==> src/hw/rtl/trfs_pkg.sv <==
// ----------------------------------------------------------------------------
// trfs_pkg
// Shared types, sizes and controller codes for the rectangle fill sequencer.
// ----------------------------------------------------------------------------
package trfs_pkg;

  // largest screen dimension handled, in pixels
  localparam int MAX_DIM    = 256;
  localparam int DIM_W      = $clog2(MAX_DIM + 1);
  localparam int COORD_W    = $clog2(MAX_DIM);
  localparam int OFFSET_W   = 8;
  localparam int BOUND_W    = ((COORD_W > OFFSET_W) ? COORD_W : OFFSET_W) + 1;
  localparam int PIX_W      = $clog2(MAX_DIM * MAX_DIM + 1);
  localparam int REG_DIM_W  = 9;
  localparam int ROT_W      = 2;
  localparam int FIELD_W    = 10;
  localparam int CMP_W      = ((DIM_W > FIELD_W) ? DIM_W : FIELD_W) + 1;
  localparam int COLOR_W    = 16;
  localparam int BYTE_W     = 8;
  localparam int CMD_W      = 2;
  localparam int HDR_W      = 4;
  localparam int CFG_IDX_W  = 3;
  localparam int CFG_DATA_W = 9;

  typedef enum logic [CMD_W-1:0] {
    CMD_FILL  = 2'd0,
    CMD_IMAGE = 2'd1,
    CMD_STEP  = 2'd2
  } cmd_t;

  localparam logic [CFG_IDX_W-1:0] CFG_PANEL_WIDTH  = 3'd0;
  localparam logic [CFG_IDX_W-1:0] CFG_PANEL_HEIGHT = 3'd1;
  localparam logic [CFG_IDX_W-1:0] CFG_ROTATION     = 3'd2;
  localparam logic [CFG_IDX_W-1:0] CFG_COL_OFFSET   = 3'd3;
  localparam logic [CFG_IDX_W-1:0] CFG_ROW_OFFSET   = 3'd4;

  localparam logic [REG_DIM_W-1:0] PANEL_WIDTH_RST  = 9'd128;
  localparam logic [REG_DIM_W-1:0] PANEL_HEIGHT_RST = 9'd160;

  // controller command bytes
  localparam logic [BYTE_W-1:0] OP_COLSET = 8'h2A;
  localparam logic [BYTE_W-1:0] OP_ROWSET = 8'h2B;
  localparam logic [BYTE_W-1:0] OP_MEMWR  = 8'h2C;

  // header sequence positions
  localparam logic [HDR_W-1:0] HDR_COLSET = 4'd0;
  localparam logic [HDR_W-1:0] HDR_ROWSET = 4'd5;
  localparam logic [HDR_W-1:0] HDR_MEMWR  = 4'd10;
  localparam logic [HDR_W-1:0] HDR_DONE   = 4'd11;

  typedef struct packed {
    logic               ok;
    logic [BOUND_W-1:0] col_start;
    logic [BOUND_W-1:0] row_start;
    logic [BOUND_W-1:0] col_end;
    logic [BOUND_W-1:0] row_end;
    logic [PIX_W-1:0]   pixels;
  } win_t;

  function automatic logic [DIM_W-1:0] cap_dim(input logic [REG_DIM_W-1:0] d);
    logic [DIM_W-1:0] r;
    if (32'(d) > MAX_DIM) begin
      r = DIM_W'(MAX_DIM);
    end else begin
      r = DIM_W'(d);
    end
    return r;
  endfunction

endpackage

==> src/hw/rtl/trfs_if.sv <==
// ----------------------------------------------------------------------------
// trfs channel interfaces
// Valid/ready channels for start and step items and for controller bytes.
// ----------------------------------------------------------------------------
interface trfs_in_if;
  logic                             valid;
  logic                             ready;
  logic [trfs_pkg::CMD_W-1:0]       command;
  logic [trfs_pkg::FIELD_W-1:0]     x_origin;
  logic [trfs_pkg::FIELD_W-1:0]     y_origin;
  logic [trfs_pkg::FIELD_W-1:0]     rect_width;
  logic [trfs_pkg::FIELD_W-1:0]     rect_height;
  logic [trfs_pkg::COLOR_W-1:0]     color;

  modport source (
    output valid, command, x_origin, y_origin, rect_width, rect_height, color,
    input  ready
  );
  modport sink (
    input  valid, command, x_origin, y_origin, rect_width, rect_height, color,
    output ready
  );
endinterface

interface trfs_out_if;
  logic                        valid;
  logic                        ready;
  logic [trfs_pkg::BYTE_W-1:0] out_byte;
  logic                        is_data;
  logic                        first;
  logic                        last;

  modport source (
    output valid, out_byte, is_data, first, last,
    input  ready
  );
  modport sink (
    input  valid, out_byte, is_data, first, last,
    output ready
  );
endinterface

==> src/hw/rtl/trfs_start_chk.sv <==
// ----------------------------------------------------------------------------
// trfs_start_chk
// Checks a start item against the screen, clips fills and works out the
// address window with offsets and the pixel count.
// ----------------------------------------------------------------------------
module trfs_start_chk (
  input  logic [trfs_pkg::FIELD_W-1:0]  x_origin,
  input  logic [trfs_pkg::FIELD_W-1:0]  y_origin,
  input  logic [trfs_pkg::FIELD_W-1:0]  rect_width,
  input  logic [trfs_pkg::FIELD_W-1:0]  rect_height,
  input  logic                          is_image,
  input  logic [trfs_pkg::DIM_W-1:0]    screen_w,
  input  logic [trfs_pkg::DIM_W-1:0]    screen_h,
  input  logic [trfs_pkg::OFFSET_W-1:0] col_offset,
  input  logic [trfs_pkg::OFFSET_W-1:0] row_offset,
  output trfs_pkg::win_t                win
);

  logic [trfs_pkg::CMP_W-1:0]     x_c, y_c, w_c, h_c, sw_c, sh_c;
  logic [trfs_pkg::CMP_W-1:0]     rem_w, rem_h;
  logic                           x_off, y_off, w_over, h_over, empty;
  logic [trfs_pkg::DIM_W-1:0]     w_eff, h_eff;
  logic [trfs_pkg::COORD_W-1:0]   x_pos, y_pos, x_last, y_last;
  logic [2*trfs_pkg::DIM_W-1:0]   area;

  assign x_c  = trfs_pkg::CMP_W'(x_origin);
  assign y_c  = trfs_pkg::CMP_W'(y_origin);
  assign w_c  = trfs_pkg::CMP_W'(rect_width);
  assign h_c  = trfs_pkg::CMP_W'(rect_height);
  assign sw_c = trfs_pkg::CMP_W'(screen_w);
  assign sh_c = trfs_pkg::CMP_W'(screen_h);

  assign x_off = (x_c >= sw_c);
  assign y_off = (y_c >= sh_c);
  // room left to the screen edge, meaningful only when the origin is on screen
  assign rem_w = sw_c - x_c;
  assign rem_h = sh_c - y_c;
  assign w_over = (w_c > rem_w);
  assign h_over = (h_c > rem_h);
  assign empty  = (rect_width == '0) || (rect_height == '0);

  assign w_eff = w_over ? rem_w[trfs_pkg::DIM_W-1:0] : w_c[trfs_pkg::DIM_W-1:0];
  assign h_eff = h_over ? rem_h[trfs_pkg::DIM_W-1:0] : h_c[trfs_pkg::DIM_W-1:0];

  assign x_pos  = x_origin[trfs_pkg::COORD_W-1:0];
  assign y_pos  = y_origin[trfs_pkg::COORD_W-1:0];
  // wraps correctly for a full-width window
  assign x_last = x_pos + trfs_pkg::COORD_W'(w_eff) - trfs_pkg::COORD_W'(1);
  assign y_last = y_pos + trfs_pkg::COORD_W'(h_eff) - trfs_pkg::COORD_W'(1);

  assign area = w_eff * h_eff;

  assign win.ok = !empty && !x_off && !y_off && !(is_image && (w_over || h_over));
  assign win.col_start = trfs_pkg::BOUND_W'(x_pos) + trfs_pkg::BOUND_W'(col_offset);
  assign win.row_start = trfs_pkg::BOUND_W'(y_pos) + trfs_pkg::BOUND_W'(row_offset);
  assign win.col_end   = trfs_pkg::BOUND_W'(x_last) + trfs_pkg::BOUND_W'(col_offset);
  assign win.row_end   = trfs_pkg::BOUND_W'(y_last) + trfs_pkg::BOUND_W'(row_offset);
  assign win.pixels    = area[trfs_pkg::PIX_W-1:0];

endmodule

==> src/hw/rtl/tft_rect_fill_byte_sequencer.sv <==
// ----------------------------------------------------------------------------
// tft_rect_fill_byte_sequencer
// Turns fill/image start items and step items into controller bytes:
// window header, memory-write command, then pixel bytes.
// ----------------------------------------------------------------------------
//  channel    | dir | handshake     | payload
//  items_in   | in  | valid/ready   | command, x_origin, y_origin, rect_width,
//             |     |               | rect_height, color
//  bytes_out  | out | valid/ready   | out_byte, is_data, first, last
//  cfg        | in  | cfg_we        | cfg_index, cfg_data
//
//  one item per cycle while items_in.ready is high; a step item's byte
//  appears in the output register in the cycle after it is accepted
//  items_in.ready is low only while the output register holds an untaken byte
//  starts and idle steps give no byte and never hold up the input
//  rst is synchronous: sequencer idle, configuration at its reset values
// ----------------------------------------------------------------------------
module tft_rect_fill_byte_sequencer (
  input  logic                            clk,
  input  logic                            rst,
  input  logic                            cfg_we,
  input  logic [trfs_pkg::CFG_IDX_W-1:0]  cfg_index,
  input  logic [trfs_pkg::CFG_DATA_W-1:0] cfg_data,
  trfs_in_if.sink                         items_in,
  trfs_out_if.source                      bytes_out
);

  typedef enum logic [1:0] {
    MODE_IDLE,
    MODE_FILL,
    MODE_IMAGE
  } mode_t;

  // configuration
  logic [trfs_pkg::REG_DIM_W-1:0] panel_width, panel_height;
  logic [trfs_pkg::ROT_W-1:0]     rotation;
  logic [trfs_pkg::OFFSET_W-1:0]  col_offset, row_offset;

  // sequencer state
  mode_t                          mode, mode_next;
  logic [trfs_pkg::HDR_W-1:0]     header_step, header_step_next;
  logic [trfs_pkg::PIX_W-1:0]     pixels_left, pixels_left_next;
  logic                           low_half_next, low_half_next_next;
  logic [trfs_pkg::COLOR_W-1:0]   pixel_hold, pixel_hold_next;
  logic [trfs_pkg::BOUND_W-1:0]   col_start, row_start, col_end, row_end;

  // output register
  logic                           out_valid;
  logic [trfs_pkg::BYTE_W-1:0]    out_byte;
  logic                           out_is_data, out_first, out_last;

  logic                           in_fire, start_load;
  logic                           res_emit, res_data, res_first, res_last;
  logic [trfs_pkg::BYTE_W-1:0]    res_byte;
  logic [trfs_pkg::DIM_W-1:0]     screen_w, screen_h;
  logic [trfs_pkg::HDR_W-1:0]     hdr_k;
  logic [trfs_pkg::BOUND_W-1:0]   bound_sel;
  logic [2*trfs_pkg::BYTE_W-1:0]  bound_word;
  logic [trfs_pkg::PIX_W-1:0]     pixels_dec;
  trfs_pkg::win_t                 win;

  assign items_in.ready = !out_valid || bytes_out.ready;
  assign in_fire        = items_in.valid && items_in.ready;

  assign bytes_out.valid    = out_valid;
  assign bytes_out.out_byte = out_byte;
  assign bytes_out.is_data  = out_is_data;
  assign bytes_out.first    = out_first;
  assign bytes_out.last     = out_last;

  // odd rotation swaps the screen axes
  assign screen_w = trfs_pkg::cap_dim(rotation[0] ? panel_height : panel_width);
  assign screen_h = trfs_pkg::cap_dim(rotation[0] ? panel_width : panel_height);

  trfs_start_chk u_start_chk (
    .x_origin    (items_in.x_origin),
    .y_origin    (items_in.y_origin),
    .rect_width  (items_in.rect_width),
    .rect_height (items_in.rect_height),
    .is_image    (items_in.command == trfs_pkg::CMD_IMAGE),
    .screen_w    (screen_w),
    .screen_h    (screen_h),
    .col_offset  (col_offset),
    .row_offset  (row_offset),
    .win         (win)
  );

  // window byte selection within the header
  always_comb begin
    if (header_step < trfs_pkg::HDR_ROWSET) begin
      hdr_k     = header_step - (trfs_pkg::HDR_COLSET + trfs_pkg::HDR_W'(1));
      bound_sel = hdr_k[1] ? col_end : col_start;
    end else begin
      hdr_k     = header_step - (trfs_pkg::HDR_ROWSET + trfs_pkg::HDR_W'(1));
      bound_sel = hdr_k[1] ? row_end : row_start;
    end
    bound_word = (2*trfs_pkg::BYTE_W)'(bound_sel);
  end

  assign pixels_dec = (pixels_left != '0) ? pixels_left - trfs_pkg::PIX_W'(1)
                                          : pixels_left;

  always_comb begin
    mode_next          = mode;
    header_step_next   = header_step;
    pixels_left_next   = pixels_left;
    low_half_next_next = low_half_next;
    pixel_hold_next    = pixel_hold;
    start_load         = 1'b0;
    res_emit           = 1'b0;
    res_byte           = '0;
    res_data           = 1'b1;
    res_first          = 1'b0;
    res_last           = 1'b0;
    if (in_fire) begin
      case (items_in.command)
        trfs_pkg::CMD_FILL, trfs_pkg::CMD_IMAGE: begin
          if (mode == MODE_IDLE && win.ok) begin
            start_load         = 1'b1;
            header_step_next   = trfs_pkg::HDR_COLSET;
            pixels_left_next   = win.pixels;
            low_half_next_next = 1'b0;
            if (items_in.command == trfs_pkg::CMD_IMAGE) begin
              mode_next       = MODE_IMAGE;
              pixel_hold_next = '0;
            end else begin
              mode_next       = MODE_FILL;
              pixel_hold_next = items_in.color;
            end
          end
        end
        trfs_pkg::CMD_STEP: begin
          if (mode != MODE_IDLE) begin
            res_emit = 1'b1;
            if (header_step != trfs_pkg::HDR_DONE) begin
              header_step_next = header_step + trfs_pkg::HDR_W'(1);
              if (header_step == trfs_pkg::HDR_COLSET) begin
                res_byte  = trfs_pkg::OP_COLSET;
                res_data  = 1'b0;
                res_first = 1'b1;
              end else if (header_step == trfs_pkg::HDR_ROWSET) begin
                res_byte = trfs_pkg::OP_ROWSET;
                res_data = 1'b0;
              end else if (header_step == trfs_pkg::HDR_MEMWR) begin
                res_byte = trfs_pkg::OP_MEMWR;
                res_data = 1'b0;
              end else begin
                res_byte = hdr_k[0] ? bound_word[trfs_pkg::BYTE_W-1:0]
                                    : bound_word[2*trfs_pkg::BYTE_W-1:trfs_pkg::BYTE_W];
              end
            end else if (!low_half_next) begin
              // image pixels arrive with the high-byte step
              if (mode == MODE_IMAGE) begin
                pixel_hold_next = items_in.color;
              end
              res_byte           = pixel_hold_next[2*trfs_pkg::BYTE_W-1:trfs_pkg::BYTE_W];
              low_half_next_next = 1'b1;
            end else begin
              res_byte           = pixel_hold[trfs_pkg::BYTE_W-1:0];
              low_half_next_next = 1'b0;
              pixels_left_next   = pixels_dec;
              if (pixels_dec == '0) begin
                res_last         = 1'b1;
                mode_next        = MODE_IDLE;
                header_step_next = trfs_pkg::HDR_COLSET;
              end
            end
          end
        end
        default: begin
        end
      endcase
    end
  end

  always_ff @(posedge clk) begin
    if (rst) begin
      panel_width   <= trfs_pkg::PANEL_WIDTH_RST;
      panel_height  <= trfs_pkg::PANEL_HEIGHT_RST;
      rotation      <= '0;
      col_offset    <= '0;
      row_offset    <= '0;
      mode          <= MODE_IDLE;
      header_step   <= trfs_pkg::HDR_COLSET;
      pixels_left   <= '0;
      low_half_next <= 1'b0;
      pixel_hold    <= '0;
      out_valid     <= 1'b0;
    end else begin
      if (cfg_we) begin
        case (cfg_index)
          trfs_pkg::CFG_PANEL_WIDTH:  panel_width  <= cfg_data[trfs_pkg::REG_DIM_W-1:0];
          trfs_pkg::CFG_PANEL_HEIGHT: panel_height <= cfg_data[trfs_pkg::REG_DIM_W-1:0];
          trfs_pkg::CFG_ROTATION:     rotation     <= cfg_data[trfs_pkg::ROT_W-1:0];
          trfs_pkg::CFG_COL_OFFSET:   col_offset   <= cfg_data[trfs_pkg::OFFSET_W-1:0];
          trfs_pkg::CFG_ROW_OFFSET:   row_offset   <= cfg_data[trfs_pkg::OFFSET_W-1:0];
          default: begin
          end
        endcase
      end
      mode          <= mode_next;
      header_step   <= header_step_next;
      pixels_left   <= pixels_left_next;
      low_half_next <= low_half_next_next;
      pixel_hold    <= pixel_hold_next;
      if (in_fire && res_emit) begin
        out_valid <= 1'b1;
      end else if (bytes_out.ready) begin
        out_valid <= 1'b0;
      end
    end
  end

  // window bounds and output payload carry no reset
  always_ff @(posedge clk) begin
    if (start_load) begin
      col_start <= win.col_start;
      row_start <= win.row_start;
      col_end   <= win.col_end;
      row_end   <= win.row_end;
    end
    if (in_fire && res_emit) begin
      out_byte    <= res_byte;
      out_is_data <= res_data;
      out_first   <= res_first;
      out_last    <= res_last;
    end
  end

`ifndef SYNTHESIS
  a_idle_clean: assert property (@(posedge clk) disable iff (rst)
    mode == MODE_IDLE |-> header_step == trfs_pkg::HDR_COLSET && !low_half_next)
    else $error("idle sequencer left with header or pixel phase state");

  a_hdr_range: assert property (@(posedge clk) disable iff (rst)
    header_step <= trfs_pkg::HDR_DONE)
    else $error("header step past the pixel phase");

  a_low_in_pixels: assert property (@(posedge clk) disable iff (rst)
    low_half_next |-> header_step == trfs_pkg::HDR_DONE)
    else $error("low pixel byte pending during the header");

  a_active_has_pixels: assert property (@(posedge clk) disable iff (rst)
    mode != MODE_IDLE |-> pixels_left != '0)
    else $error("transfer running with no pixels left");

  a_last_ends: assert property (@(posedge clk) disable iff (rst)
    (in_fire && res_emit && res_last) |=> mode == MODE_IDLE && out_valid && out_last)
    else $error("final pixel byte did not end the transfer");
`endif

endmodule
==> src/flat_wrapper.sv <==
// flat-port wrapper written by rule: the top's interface ports become plain ports
module tft_rect_fill_byte_sequencer_flat 
  (clk, rst, cfg_we, cfg_index, cfg_data, items_in_valid, items_in_command, items_in_x_origin, items_in_y_origin, items_in_rect_width, items_in_rect_height, items_in_color, items_in_ready, bytes_out_valid, bytes_out_out_byte, bytes_out_is_data, bytes_out_first, bytes_out_last, bytes_out_ready);
  trfs_in_if items_in_i ();
  trfs_out_if bytes_out_i ();
  input  logic clk;
  input  logic rst;
  input  logic cfg_we;
  input  logic [trfs_pkg::CFG_IDX_W-1:0] cfg_index;
  input  logic [trfs_pkg::CFG_DATA_W-1:0] cfg_data;
  input wire logic [$bits(items_in_i.valid)-1:0] items_in_valid;
  input wire logic [$bits(items_in_i.command)-1:0] items_in_command;
  input wire logic [$bits(items_in_i.x_origin)-1:0] items_in_x_origin;
  input wire logic [$bits(items_in_i.y_origin)-1:0] items_in_y_origin;
  input wire logic [$bits(items_in_i.rect_width)-1:0] items_in_rect_width;
  input wire logic [$bits(items_in_i.rect_height)-1:0] items_in_rect_height;
  input wire logic [$bits(items_in_i.color)-1:0] items_in_color;
  output wire logic [$bits(items_in_i.ready)-1:0] items_in_ready;
  output wire logic [$bits(bytes_out_i.valid)-1:0] bytes_out_valid;
  output wire logic [$bits(bytes_out_i.out_byte)-1:0] bytes_out_out_byte;
  output wire logic [$bits(bytes_out_i.is_data)-1:0] bytes_out_is_data;
  output wire logic [$bits(bytes_out_i.first)-1:0] bytes_out_first;
  output wire logic [$bits(bytes_out_i.last)-1:0] bytes_out_last;
  input wire logic [$bits(bytes_out_i.ready)-1:0] bytes_out_ready;
  assign items_in_i.valid = items_in_valid;
  assign items_in_i.command = items_in_command;
  assign items_in_i.x_origin = items_in_x_origin;
  assign items_in_i.y_origin = items_in_y_origin;
  assign items_in_i.rect_width = items_in_rect_width;
  assign items_in_i.rect_height = items_in_rect_height;
  assign items_in_i.color = items_in_color;
  assign items_in_ready = items_in_i.ready;
  assign bytes_out_valid = bytes_out_i.valid;
  assign bytes_out_out_byte = bytes_out_i.out_byte;
  assign bytes_out_is_data = bytes_out_i.is_data;
  assign bytes_out_first = bytes_out_i.first;
  assign bytes_out_last = bytes_out_i.last;
  assign bytes_out_i.ready = bytes_out_ready;
  tft_rect_fill_byte_sequencer u_core (.clk(clk), .rst(rst), .cfg_we(cfg_we), .cfg_index(cfg_index), .cfg_data(cfg_data), .items_in(items_in_i), .bytes_out(bytes_out_i));
endmodule
==> config.mk <==
export PLATFORM = sky130hd
export DESIGN_NAME = tft_rect_fill_byte_sequencer_flat
export DESIGN_NICKNAME = d
export VERILOG_FILES = /design/src/hw/rtl/trfs_pkg.sv /design/src/hw/rtl/trfs_if.sv /design/src/hw/rtl/trfs_start_chk.sv /design/src/hw/rtl/tft_rect_fill_byte_sequencer.sv /design/src/flat_wrapper.sv
export SDC_FILE = /design/constraint.sdc
export NUM_CORES = 1
export LEC_CHECK = 0
export BUFFER_PORTS_ARGS = -buffer_cell sky130_fd_sc_hd__buf_2
export CAP_MARGIN = 25
export CORE_MARGIN = 2
export CORE_UTILIZATION = 38
export CTS_CLUSTER_DIAMETER = 30
export DETAILED_ROUTE_END_ITERATION = 10
export SLEW_MARGIN = 20
export SYNTH_ARGS = -nofsm -noshare
export SYNTH_HDL_FRONTEND = slang
export SYNTH_SLANG_ARGS = --single-unit
==> constraint.sdc <==
create_clock -name clk -period 8.1 [get_ports clk]
set_clock_uncertainty 0.05 [all_clocks]
set_input_delay 1.215 -clock clk [delete_from_list [all_inputs] [get_ports clk]]
set_output_delay 1.215 -clock clk [all_outputs]
set_load 0.01 [all_outputs]
==> results of run 1 <==
==> final timing paths <==
check | cells after the start | end | slack [ns]
worst min register to register | 2 | u_core.pixel_hold[7] | 0.42
worst max-delay path | 37 | u_core.pixels_left[16] | -0.17
worst max register to register | 37 | u_core.pixels_left[16] | -0.17
worst min-delay path | 2 | u_core.pixel_hold[7] | 0.42
==> power by group through the flow <==
| stage | Combinational (mW) | Sequential (mW) | Clock (mW) |
|---|---|---|---|
| 6_report | 2.15 | 0.702 | 0.757 |
| 5_1_grt | 2.39 | 0.705 | 0.794 |
| 4_1_cts | 1.99 | 0.701 | 0.765 |
| 3_5_place_dp | 1.73 | 0.714 | 0 |
| 3_3_place_gp | 1.71 | 0.713 | 0 |
| 2_1_floorplan | 1.16 | 0.705 | 0 |
==> state kept, by name, indices dropped and copies added, names as in the netlist, 2 cells and up <==
register                   count
u_core.panel_height            9
u_core.header_step             4
u_core.pixel_hold             16
u_core.row_end                 9
u_core.panel_width             9
u_core.pixels_left            17
u_core.mode                    2
u_core.row_offset              8
u_core.bytes_out.out_byte      8
u_core.col_start               9
u_core.col_end                 9
u_core.col_offset              8
u_core.row_start               9
==> routing by layer <==
layer,global-route usage,wire length [um],vias to the layer above
met2,0.3644,16930,343
met5,0,0,-
li1,-,-,5648
met4,0.06880,897,0
met1,0.2942,16820,5454
met3,0.03339,2025,58
==> critical path: cells and delay by family (launching register included) <==
kind | cells | cell delay, ns
simple gates | 6 | 1.37
xor+xnor | 2 | 0.50
fa+ha+maj | 8 | 2.98
flops | 1 | 0.32
compound gates | 11 | 1.80
mux | 1 | 0.28
buf+inv | 9 | 0.84
==> stage by stage <==
stage / cells / hold WS, ns / area (um2) / setup WS (ns) / setup TNS, ns
floorplan: 1469 / 0.3934 / 12420 / 0.0002256 / 0
global placement: 2083 / 0.4016 / 14540 / -0.3845 / -2.422
detailed placement: 2083 / 0.4089 / 14540 / -0.5037 / -3.195
CTS: 2144 / 0.4217 / 15860 / -0.08260 / -0.1430
global route: 2155 / 0.4485 / 16180 / -0.5099 / -3.268
finish: 2155 / 0.4184 / 16180 / -0.1720 / -0.5740
==> area by class of cell <==
class / count / area [um2] / area share
Inverter: 190 / 713.2 / 0.04407
Sequential cell: 123 / 2937 / 0.1815
Multi-Input combinational cell: 1106 / 9241 / 0.5711
Clock buffer: 18 / 450.4 / 0.02784
Tap cell: 402 / 503.0 / 0.03108
Clock inverter: 14 / 131.4 / 0.008119
Timing Repair Buffer: 302 / 2206 / 0.1363
==> kinds of logic after synthesis <==
family	count (synthesis)
xor+xnor	69
buf+inv	240
fa+ha+maj	198
flops	123
compound gates	319
simple gates	458
mux	62
==> synth_stat cells, drive strengths merged, types with 8 or more instances <==
library cell,number
fa,57
o21ai,49
o21bai,18
nand3,30
nand2,134
nor3,24
mux2,8
xnor2,50
a211oi,14
xor2,18
clkbuf,37
or4,16
or2,20
mux2i,53
buf,13
a21oi,118
a21o,18
edfxtp,47
nor2b,12
inv,190
nand2b,33
nor4,12
and2,8
nor2,136
o211ai,8
dfxtp,76
nand4,9
ha,141
o31ai,18
a31oi,10
==> repair_timing <==
item,CTS,global route
setup buffers,30,14
resized for setup,100,58
cloned,1,0
pin swaps,90,80
setup endpoints to repair,8,11
==> impl_metrics.py, run 1 <==
metrics = {
    "power_and_ir_drop": {
        "fraction_of_power_spent_switching_nets": 0.3976,
        "vdd_drop_max_mv": 0.1841,
        "power.sequential.fraction": 0.195,
        "power_density_nw_per_um2": 222.8,
        "power_report.internal_total_mw": 2.172,
        "static-leakage-power_nw": 7.239,
        "power.total_mw": 3.605,
        "share_of_power_burned_in_combinational_logic": 0.595,
        "p_clk_frac": 0.210,
        "netSwitchingPower_mw": 1.433,
    },
    "sta": {
        "grt_setup_unrepaired": "yes",
        "layout_worst_path_cycle_share": 1.021,
        "setup_ws_ns": -0.1720,
        "slew-limit-headroom": 0.3556,
        "tightestPinTransition_ns": 0.9666,
        "maxSlewViolCount": 0,
        "min_period_ns": 8.272,
        "max_clock_freq_ghz": 0.1209,
        "finalHoldViolations": 0,
        "final-setup-viol-count": 5,
    },
    "worst_setup_path": {
        "beginning_of_the_worst_register_to_register_path": "u_core.panel_width[3]",
        "launch_point_of_the_worst_path": "u_core.panel_width[3]",
        "timing.critical_path.required_ns": 8.37,
        "timing.critical_path.from_type": "flip-flop",
        "cp_slowest_stage_delay_ns": 0.56,
        "endpoint_arrival_time_on_the_critical_path_ns": 8.54,
        "crit_path_max_fanout": 5,
        "timing_worst_setup_path_type": "reg2reg",
        "worst_setup_path_end_kind": "flip-flop",
        "critical-path-slowest-cell": "fa_1",
        "crit_path_frequent_cell": "inv_2",
    },
    "logic_synthesis": {
        "postSynth.asyncResetShare": 0,
        "largest_family_of_logic_cells_by_synthesized_area": "adder cells",
        "syn-num-nets": 1742,
        "cell_type_with_the_largest_total_area_after_synthesis": "ha_1",
        "synth_top_cells_by_area": "ha_1, dfxtp_1, edfxtp_1",
        "synthesis.instances": 1469,
        "number_of_synthesized_register_bits": 123,
        "complex_gate_fraction_of_the_synthesized_area": 0.1689,
        "edff_count_synth": 47,
        "synth_flop_cell": "dfxtp_1",
        "synth_warnings": 0,
        "synthMuxAreaShare": 0.05215,
        "synth.distinct_cells": 82,
        "synthSimpleGateAreaFrac": 0.1797,
        "syn_area_per_cell_um2": 8.395,
        "synth_seq_area_share": 0.2378,
        "syn_area_um2": 12330,
        "synth_fa_ha_area_frac": 0.2356,
        "yosys.area_share.xor_xnor": 0.05012,
        "yosys.area.top_type_share": 0.1431,
    },
    "detailed_routing": {
        "detail_route.wirelength_um": 36670,
        "drc": 0,
        "average_vias_per_placed_instance": 5.338,
        "detail-route-antenna-nets": 0,
        "wl_per_cell_um": 17.02,
        "drt-pass1-iter-count": 5,
        "num_vias": 11500,
        "first_iter_violations": 880,
    },
    "clock_network": {
        "cts_max_path_bufs": 2,
        "numClockSinks": 123,
        "cts_root_buffer": "clkbuf_16",
        "clock_tree_from_tritoncts": "done",
        "cts_h_tree_depth": 4,
        "worst_skew_pair.late_latency_ns": 0.44,
        "cts_buffers": 17,
        "holdBufCountCts": 0,
        "clk_pin_slew_worst_paths_ns": 0.06,
    },
    "job": {
        "max_cap_violations": 0,
    },
    "die": {
        "die_height_um": 184.1,
        "initial_utilization": 0.3888,
        "die_width_um": 184.1,
        "fp.dieArea_um2": 33910,
        "core.rowCount": 65,
        "fp.coreArea_um2": 31720,
        "io_count": 88,
    },
    "cells_and_area": {
        "layout-drive-gt1-share": 0.2847,
        "fillerInstances": 2953,
        "commonest_non_fill_non_tap_cells_in_the_layout": "buf_4, inv_1, nand2_1",
        "n_antenna_cell": 0,
        "final_common_cell": "buf_4",
        "layout_overhead_on_the_synthesized_area_pct": 31.22,
        "nNetsFinal": 2013,
        "final_util": 0.5102,
    },
    "status": {
        "violations": "negative setup slack",
        "outcome": "finished, violations left",
    },
    "placed_design": {
        "count_of_buffers_from_port_buffering": 87,
        "place_congestion": 0.9346,
        "dp.final_hpwl_um": 28380,
    },
    "global_routing": {
        "grt_max_degree": 74,
        "grt_first_pass_wirelength_um": 58750,
        "via_count_of_the_first_global_routing_pass": 11360,
        "grt_use_total": 0.2197,
        "initial_antenna_violation_count": 0,
        "global_route_total_overflow": 0,
    },
    "worst_hold_path": {
        "worst_hold_startpoint": "u_core.pixel_hold[7]",
        "hold_path_class": "reg2reg",
    },
}
Power figures use the tool's default switching activity.
==> inputs of run 2 (changes only) <==
--- a/config.mk
+++ b/config.mk
@@ -8,7 +8,7 @@
 export BUFFER_PORTS_ARGS = -buffer_cell sky130_fd_sc_hd__buf_2
 export CAP_MARGIN = 25
 export CORE_MARGIN = 2
-export CORE_UTILIZATION = 38
+export CORE_UTILIZATION = 44
 export CTS_CLUSTER_DIAMETER = 30
 export DETAILED_ROUTE_END_ITERATION = 10
 export SLEW_MARGIN = 20
==> constraint.sdc (replaced) <==
create_clock -name clk -period 7.2 [get_ports clk]
set_clock_uncertainty 0.05 [all_clocks]
set_input_delay 1.08 -clock clk [delete_from_list [all_inputs] [get_ports clk]]
set_output_delay 1.08 -clock clk [all_outputs]
set_load 0.01 [all_outputs]
==> run 2 against run 1 <==
Net effect: the run still ends with negative setup slack left; critical endpoint is now u_core.pixels_left[15]; sequential share of layout area down 0.24 points; first-iteration DRC count shrank 16%; critical path type unchanged; sequential power is 13% higher; clock power is 24% higher; largest power group unchanged; global-route usage up 3.5 points; critical path depth fell by 1; via count is 0.94% lower; combinational power up 18%; worst hold slack improved by 0.00064 ns; highest routed layer unchanged.
==> impl_metrics.py, run 2 (synthesized netlist as in run 1, its figures left out) <==
metrics = {
    "worst_setup_path": {
        "timing.critical_path.from_type": "flip-flop",
        "crit_path_max_fanout": 6,
        "timing.critical_path.required_ns": 7.49,
        "setup.worst_path.end": "u_core.pixels_left[15]",
        "launch_point_of_the_worst_path": "u_core.panel_width[3]",
        "timing_worst_setup_path_type": "reg2reg",
        "worst-r2r-cell-count": 36,
        "cp_slowest_stage_delay_ns": 0.55,
        "beginning_of_the_worst_register_to_register_path": "u_core.panel_width[3]",
        "r2r_end": "u_core.pixels_left[15]",
        "critical-path-slowest-cell": "or4_4",
        "endpoint_arrival_time_on_the_critical_path_ns": 8.68,
        "crit_path_frequent_cell": "fa_1",
        "ff2ff_setup_slack_ns": -1.19,
        "worst_setup_path_end_kind": "flip-flop",
    },
    "global_routing": {
        "grt_max_degree": 74,
        "grt_use_met2": 0.4346,
        "grt_use_total": 0.2550,
        "use_met1": 0.3361,
        "grt.busiest_layer": "met2",
        "grt_first_pass_wirelength_um": 58260,
        "initial_antenna_violation_count": 2,
        "use_met3": 0.03912,
        "via_count_of_the_first_global_routing_pass": 11220,
        "global_route_total_overflow": 0,
    },
    "cells_and_area": {
        "fillerInstances": 2473,
        "multi_input_area_um2": 9316,
        "final_common_cell": "buf_4",
        "largest_register": "u_core.pixels_left",
        "layout_overhead_on_the_synthesized_area_pct": 32.91,
        "nNetsFinal": 2034,
        "commonest_non_fill_non_tap_cells_in_the_layout": "buf_4, inv_1, nand2_1",
        "n_antenna_cell": 0,
        "reg_top3": "u_core.pixels_left (17), u_core.pixel_hold (16)",
        "area.sequential_um2": 2935,
        "max_reg_flops": 17,
        "stdcell_count": 2152,
        "layout-drive-gt1-share": 0.2982,
    },
    "detailed_routing": {
        "drt-pass1-iter-count": 5,
        "detail-route-antenna-nets": 0,
        "wl_per_cell_um": 17.03,
        "average_vias_per_placed_instance": 5.295,
        "detail_route.wirelength_um": 36650,
        "num_vias": 11400,
        "drc": 0,
        "first_iter_violations": 740,
    },
    "clock_network": {
        "worst_skew_pair.late_latency_ns": 0.43,
        "holdBufCountCts": 0,
        "clock_tree_from_tritoncts": "done",
        "cts_h_tree_depth": 4,
        "numClockSinks": 123,
        "cts_buffers": 17,
        "cts_root_buffer": "clkbuf_16",
        "cts_max_path_bufs": 2,
        "clk_pin_slew_worst_paths_ns": 0.06,
    },
    "status": {
        "outcome": "finished, violations left",
        "violations": "negative setup slack",
    },
    "placed_design": {
        "place_congestion": 0.9107,
        "dp.final_hpwl_um": 28600,
        "place.detailed.instances": 2085,
        "count_of_buffers_from_port_buffering": 87,
        "dpl_worst_slack_ns": -1.517,
    },
    "power_and_ir_drop": {
        "vdd_drop_max_mv": 0.2494,
        "static-leakage-power_nw": 7.342,
        "power_density_nw_per_um2": 259.3,
    },
    "die": {
        "fp.coreArea_um2": 27710,
        "core.rowCount": 61,
        "die_height_um": 171.4,
        "initial_utilization": 0.4451,
        "io_count": 88,
        "fp.dieArea_um2": 29380,
        "die_width_um": 171.4,
    },
    "sta": {
        "setup_ws_ns": -1.188,
        "max_clock_freq_ghz": 0.1192,
        "grt_setup_unrepaired": "yes",
        "maxSlewViolCount": 0,
        "finalHoldViolations": 0,
        "slew-limit-headroom": 0.3505,
        "final-setup-viol-count": 15,
        "layout_worst_path_cycle_share": 1.165,
        "tightestPinTransition_ns": 0.9706,
        "fin_setup_tns_ns": -11.57,
        "min_period_ns": 8.388,
    },
    "worst_hold_path": {
        "hold_path_depth": 2,
        "hold_path_class": "reg2reg",
        "worst_hold_startpoint": "u_core.pixel_hold[1]",
    },
    "job": {
        "max_cap_violations": 0,
    },
}
## run 2: layout make-up
| class | instances | area share |
|---|---|---|
| Multi-Input combinational cell | 1106 | 0.5684 |
| Sequential cell | 123 | 0.1791 |
| Timing Repair Buffer | 323 | 0.1415 |
| Inverter | 190 | 0.04351 |
| Tap cell | 378 | 0.02886 |
| Clock buffer | 20 | 0.02664 |
| Clock inverter | 12 | 0.01198 |
## run 2: worst min path at each step
stage	end	slack [ns]
floorplan	u_core.panel_height[8]	0.39
global placement	u_core.pixel_hold[5]	0.40
detailed placement	u_core.pixel_hold[0]	0.41
CTS	u_core.pixel_hold[1]	0.42
global route	u_core.panel_width[8]	0.43
finish	u_core.pixel_hold[1]	0.42
## run 2: through the flow
step                power (mW)  hold slack [ns]  area [um2]    util
global route             4.552           0.4349       16390  0.5916
floorplan                2.137           0.3934       12520       -
finish                   4.251           0.4190       16390  0.5916
global placement         2.839           0.4009       14770  0.5330
detailed placement       2.869           0.4103       14770  0.5330
CTS                      4.071           0.4194       16010  0.5779
## run 2: critical path, delay by kind of cell (launching register included)
family	cells	cell delay, ns
fa+ha+maj	8	2.90
compound gates	10	1.73
simple gates	7	1.57
buf+inv	8	0.91
xor+xnor	2	0.43
mux	1	0.37
flops	1	0.32
## run 2: metal layers
metal	up-vias	share of wire
met5	-	0
met4	0	0.018
li1	5686	-
met2	307	0.48
met1	5357	0.46
met3	45	0.047
## run 2: timing repair
item | in CTS | in global routing
pin swaps | 78 | 80
setup endpoints to repair | 17 | 21
buffers inserted | 23 | 12
gates cloned | 1 | 0
gates resized for setup | 84 | 61
## run 2: power by group
part | leakage (nW) | switching, mW | total [mW] | internal (mW)
sequential | 1.05 | 0.0343 | 0.791 | 0.756
clock | 0.304 | 0.322 | 0.935 | 0.613
combinational | 5.99 | 1.28 | 2.53 | 1.24
==> inputs of run 3 (changes only) <==
--- a/config.mk
+++ b/config.mk
@@ -8,7 +8,7 @@
 export BUFFER_PORTS_ARGS = -buffer_cell sky130_fd_sc_hd__buf_2
 export CAP_MARGIN = 25
 export CORE_MARGIN = 2
-export CORE_UTILIZATION = 44
+export CORE_UTILIZATION = 40
 export CTS_CLUSTER_DIAMETER = 30
 export DETAILED_ROUTE_END_ITERATION = 10
 export SLEW_MARGIN = 20
==> constraint.sdc (replaced) <==
create_clock -name clk -period 6.96 [get_ports clk]
set_clock_uncertainty 0.05 [all_clocks]
set_input_delay 1.044 -clock clk [delete_from_list [all_inputs] [get_ports clk]]
set_output_delay 1.044 -clock clk [all_outputs]
set_load 0.01 [all_outputs]
==> run 3 against run 2 <==
Net effect: the run still ends with negative setup slack left; non-clock buffer count is 28 higher; register-to-register slack got worse by 0.16 ns; sequential share of layout area decreased by 0.51 points; clock power decreased by 8.1%; die area grew 9.8%; sequential power is 3.3% higher; sequential cell count stayed put; critical path depth up 2; setup slack got worse by 0.16 ns.
==> impl_metrics.py, run 3 (synthesized netlist as in run 1, its figures left out) <==
metrics = {
    "clock_network": {
        "cts_h_tree_depth": 4,
        "holdBufCountCts": 0,
        "cts_buffers": 17,
        "numClockSinks": 123,
        "worst_skew_pair.late_latency_ns": 0.43,
        "cts_max_path_bufs": 2,
        "clock_tree_from_tritoncts": "done",
        "cts_root_buffer": "clkbuf_16",
        "clk_pin_slew_worst_paths_ns": 0.07,
    },
    "cells_and_area": {
        "stdcell_count": 2199,
        "max_reg_flops": 17,
        "final_util": 0.5532,
        "layout-drive-gt1-share": 0.3306,
        "finish.instance_area_um2": 16880,
        "reg_top3": "u_core.pixels_left (17), u_core.pixel_hold (16)",
        "n_antenna_cell": 0,
        "layout_overhead_on_the_synthesized_area_pct": 36.86,
        "nNetsFinal": 2063,
        "largest_register": "u_core.pixels_left",
        "final_common_cell": "buf_4",
        "fillerInstances": 2714,
        "commonest_non_fill_non_tap_cells_in_the_layout": "buf_4, inv_1, nand2_1",
    },
    "detailed_routing": {
        "average_vias_per_placed_instance": 5.310,
        "wl_per_cell_um": 17.12,
        "drt-pass1-iter-count": 6,
        "num_vias": 11680,
        "first_iter_violations": 718,
        "detail-route-antenna-nets": 0,
        "detail_route.wirelength_um": 37640,
        "met2WireLength_um": 18030,
        "highest_layer": "met4",
        "drc": 0,
        "met1_length_um": 17040,
        "wl_met3_um": 1890,
    },
    "global_routing": {
        "global_route_total_overflow": 0,
        "grt_max_degree": 74,
        "grt_use_total": 0.2267,
        "grt_first_pass_wirelength_um": 59510,
        "via_count_of_the_first_global_routing_pass": 11490,
        "initial_antenna_violation_count": 0,
    },
    "worst_setup_path": {
        "cp_slowest_stage_delay_ns": 0.57,
        "timing.critical_path.required_ns": 7.25,
        "timing.critical_path.from_type": "flip-flop",
        "crit_path_max_fanout": 5,
        "cp_top_delay_family": "adder cells",
        "endpoint_arrival_time_on_the_critical_path_ns": 8.59,
        "critPathBufInv": 9,
        "critical-path-slowest-cell": "fa_2",
        "timing_worst_setup_path_type": "reg2reg",
        "beginning_of_the_worst_register_to_register_path": "u_core.panel_width[3]",
        "launch_point_of_the_worst_path": "u_core.panel_width[3]",
        "worst_setup_path_end_kind": "flip-flop",
    },
    "worst_hold_path": {
        "hold_path_class": "reg2reg",
        "worst_hold_startpoint": "u_core.pixel_hold[3]",
    },
    "sta": {
        "min_period_ns": 8.307,
        "slew-limit-headroom": 0.3509,
        "tightestPinTransition_ns": 0.9700,
        "maxSlewViolCount": 0,
        "setup_ws_ns": -1.347,
        "finalHoldViolations": 0,
        "grt_setup_unrepaired": "yes",
        "fin_setup_tns_ns": -12.82,
        "fin_worst_hold_slack_ns": 0.4197,
        "max_clock_freq_ghz": 0.1204,
        "layout_worst_path_cycle_share": 1.193,
        "final-setup-viol-count": 14,
    },
    "status": {
        "violations": "negative setup slack",
        "outcome": "finished, violations left",
    },
    "placed_design": {
        "count_of_buffers_from_port_buffering": 87,
        "placement.cell_area_um2": 14790,
        "dpl_worst_slack_ns": -1.531,
        "place_congestion": 0.8973,
        "dp.final_hpwl_um": 28320,
        "place.detailed.instances": 2105,
    },
    "die": {
        "fp.dieArea_um2": 32250,
        "die_height_um": 179.6,
        "io_count": 88,
        "fp.coreArea_um2": 30510,
        "die_width_um": 179.6,
        "initial_utilization": 0.4042,
        "core.rowCount": 64,
    },
    "job": {
        "max_cap_violations": 0,
    },
    "power_and_ir_drop": {
        "vdd_drop_max_mv": 0.2631,
        "static-leakage-power_nw": 7.513,
        "power_density_nw_per_um2": 270.8,
        "power.total_mw": 4.571,
    },
}
==> run 3: cell count changes in the layout (fill, tap and decap cells not counted), moves of 6 or more <==
cell / change
buf_4: +17
buf_6: +11
ha_1: -9
ha_4: +9
inv_1: -6
==> run 3: layout make-up <==
class | count | area, um2 | area share
Timing Repair Buffer | 351 | 2574 | 0.1525
Sequential cell | 123 | 2937 | 0.1740
Clock inverter | 14 | 117.6 | 0.006969
Multi-Input combinational cell | 1107 | 9594 | 0.5685
Tap cell | 396 | 495.5 | 0.02936
Inverter | 190 | 720.7 | 0.04270
Clock buffer | 18 | 439.2 | 0.02602
==> run 3: where the power goes <==
part           switching, mW  internal [mW]
Combinational           1.45           1.45
Clock                  0.359          0.500
Sequential            0.0352          0.782
Total                   1.84           2.73
==> run 3: layer usage <==
layer	vias up	track usage
met3	54	0.02776
li1	5757	-
met4	0	0.06439
met2	352	0.3802
met5	-	0
met1	5513	0.3074
==> run 3: final timing paths <==
path              slack [ns]  depth (start not counted)                endpoint
setup / recovery       -1.35                         38  u_core.pixels_left[15]
hold / removal          0.42                          2    u_core.pixel_hold[3]
hold reg to reg         0.42                          2    u_core.pixel_hold[3]
setup reg to reg       -1.35                         38  u_core.pixels_left[15]
==> run 3: worst register-to-register path, delay by kind of cell, from the launching register on <==
family | cells | cell delay (ns)
xor gates and xnor gates | 2 | 0.43
DFF | 1 | 0.32
and+or+nand+nor | 7 | 1.63
adders and majority gates | 7 | 2.60
buffers and inverters | 9 | 0.90
AOI/OAI and AO/OA | 13 | 2.29
==> run 3: repair_timing <==
action                                  CTS  global route
resized for setup                       100           120
pin swaps                                95           123
setup buffers                            44            20
endpoints found under the hold margin     0             0
endpoints found under the setup margin   19            21
gates cloned                              3             0
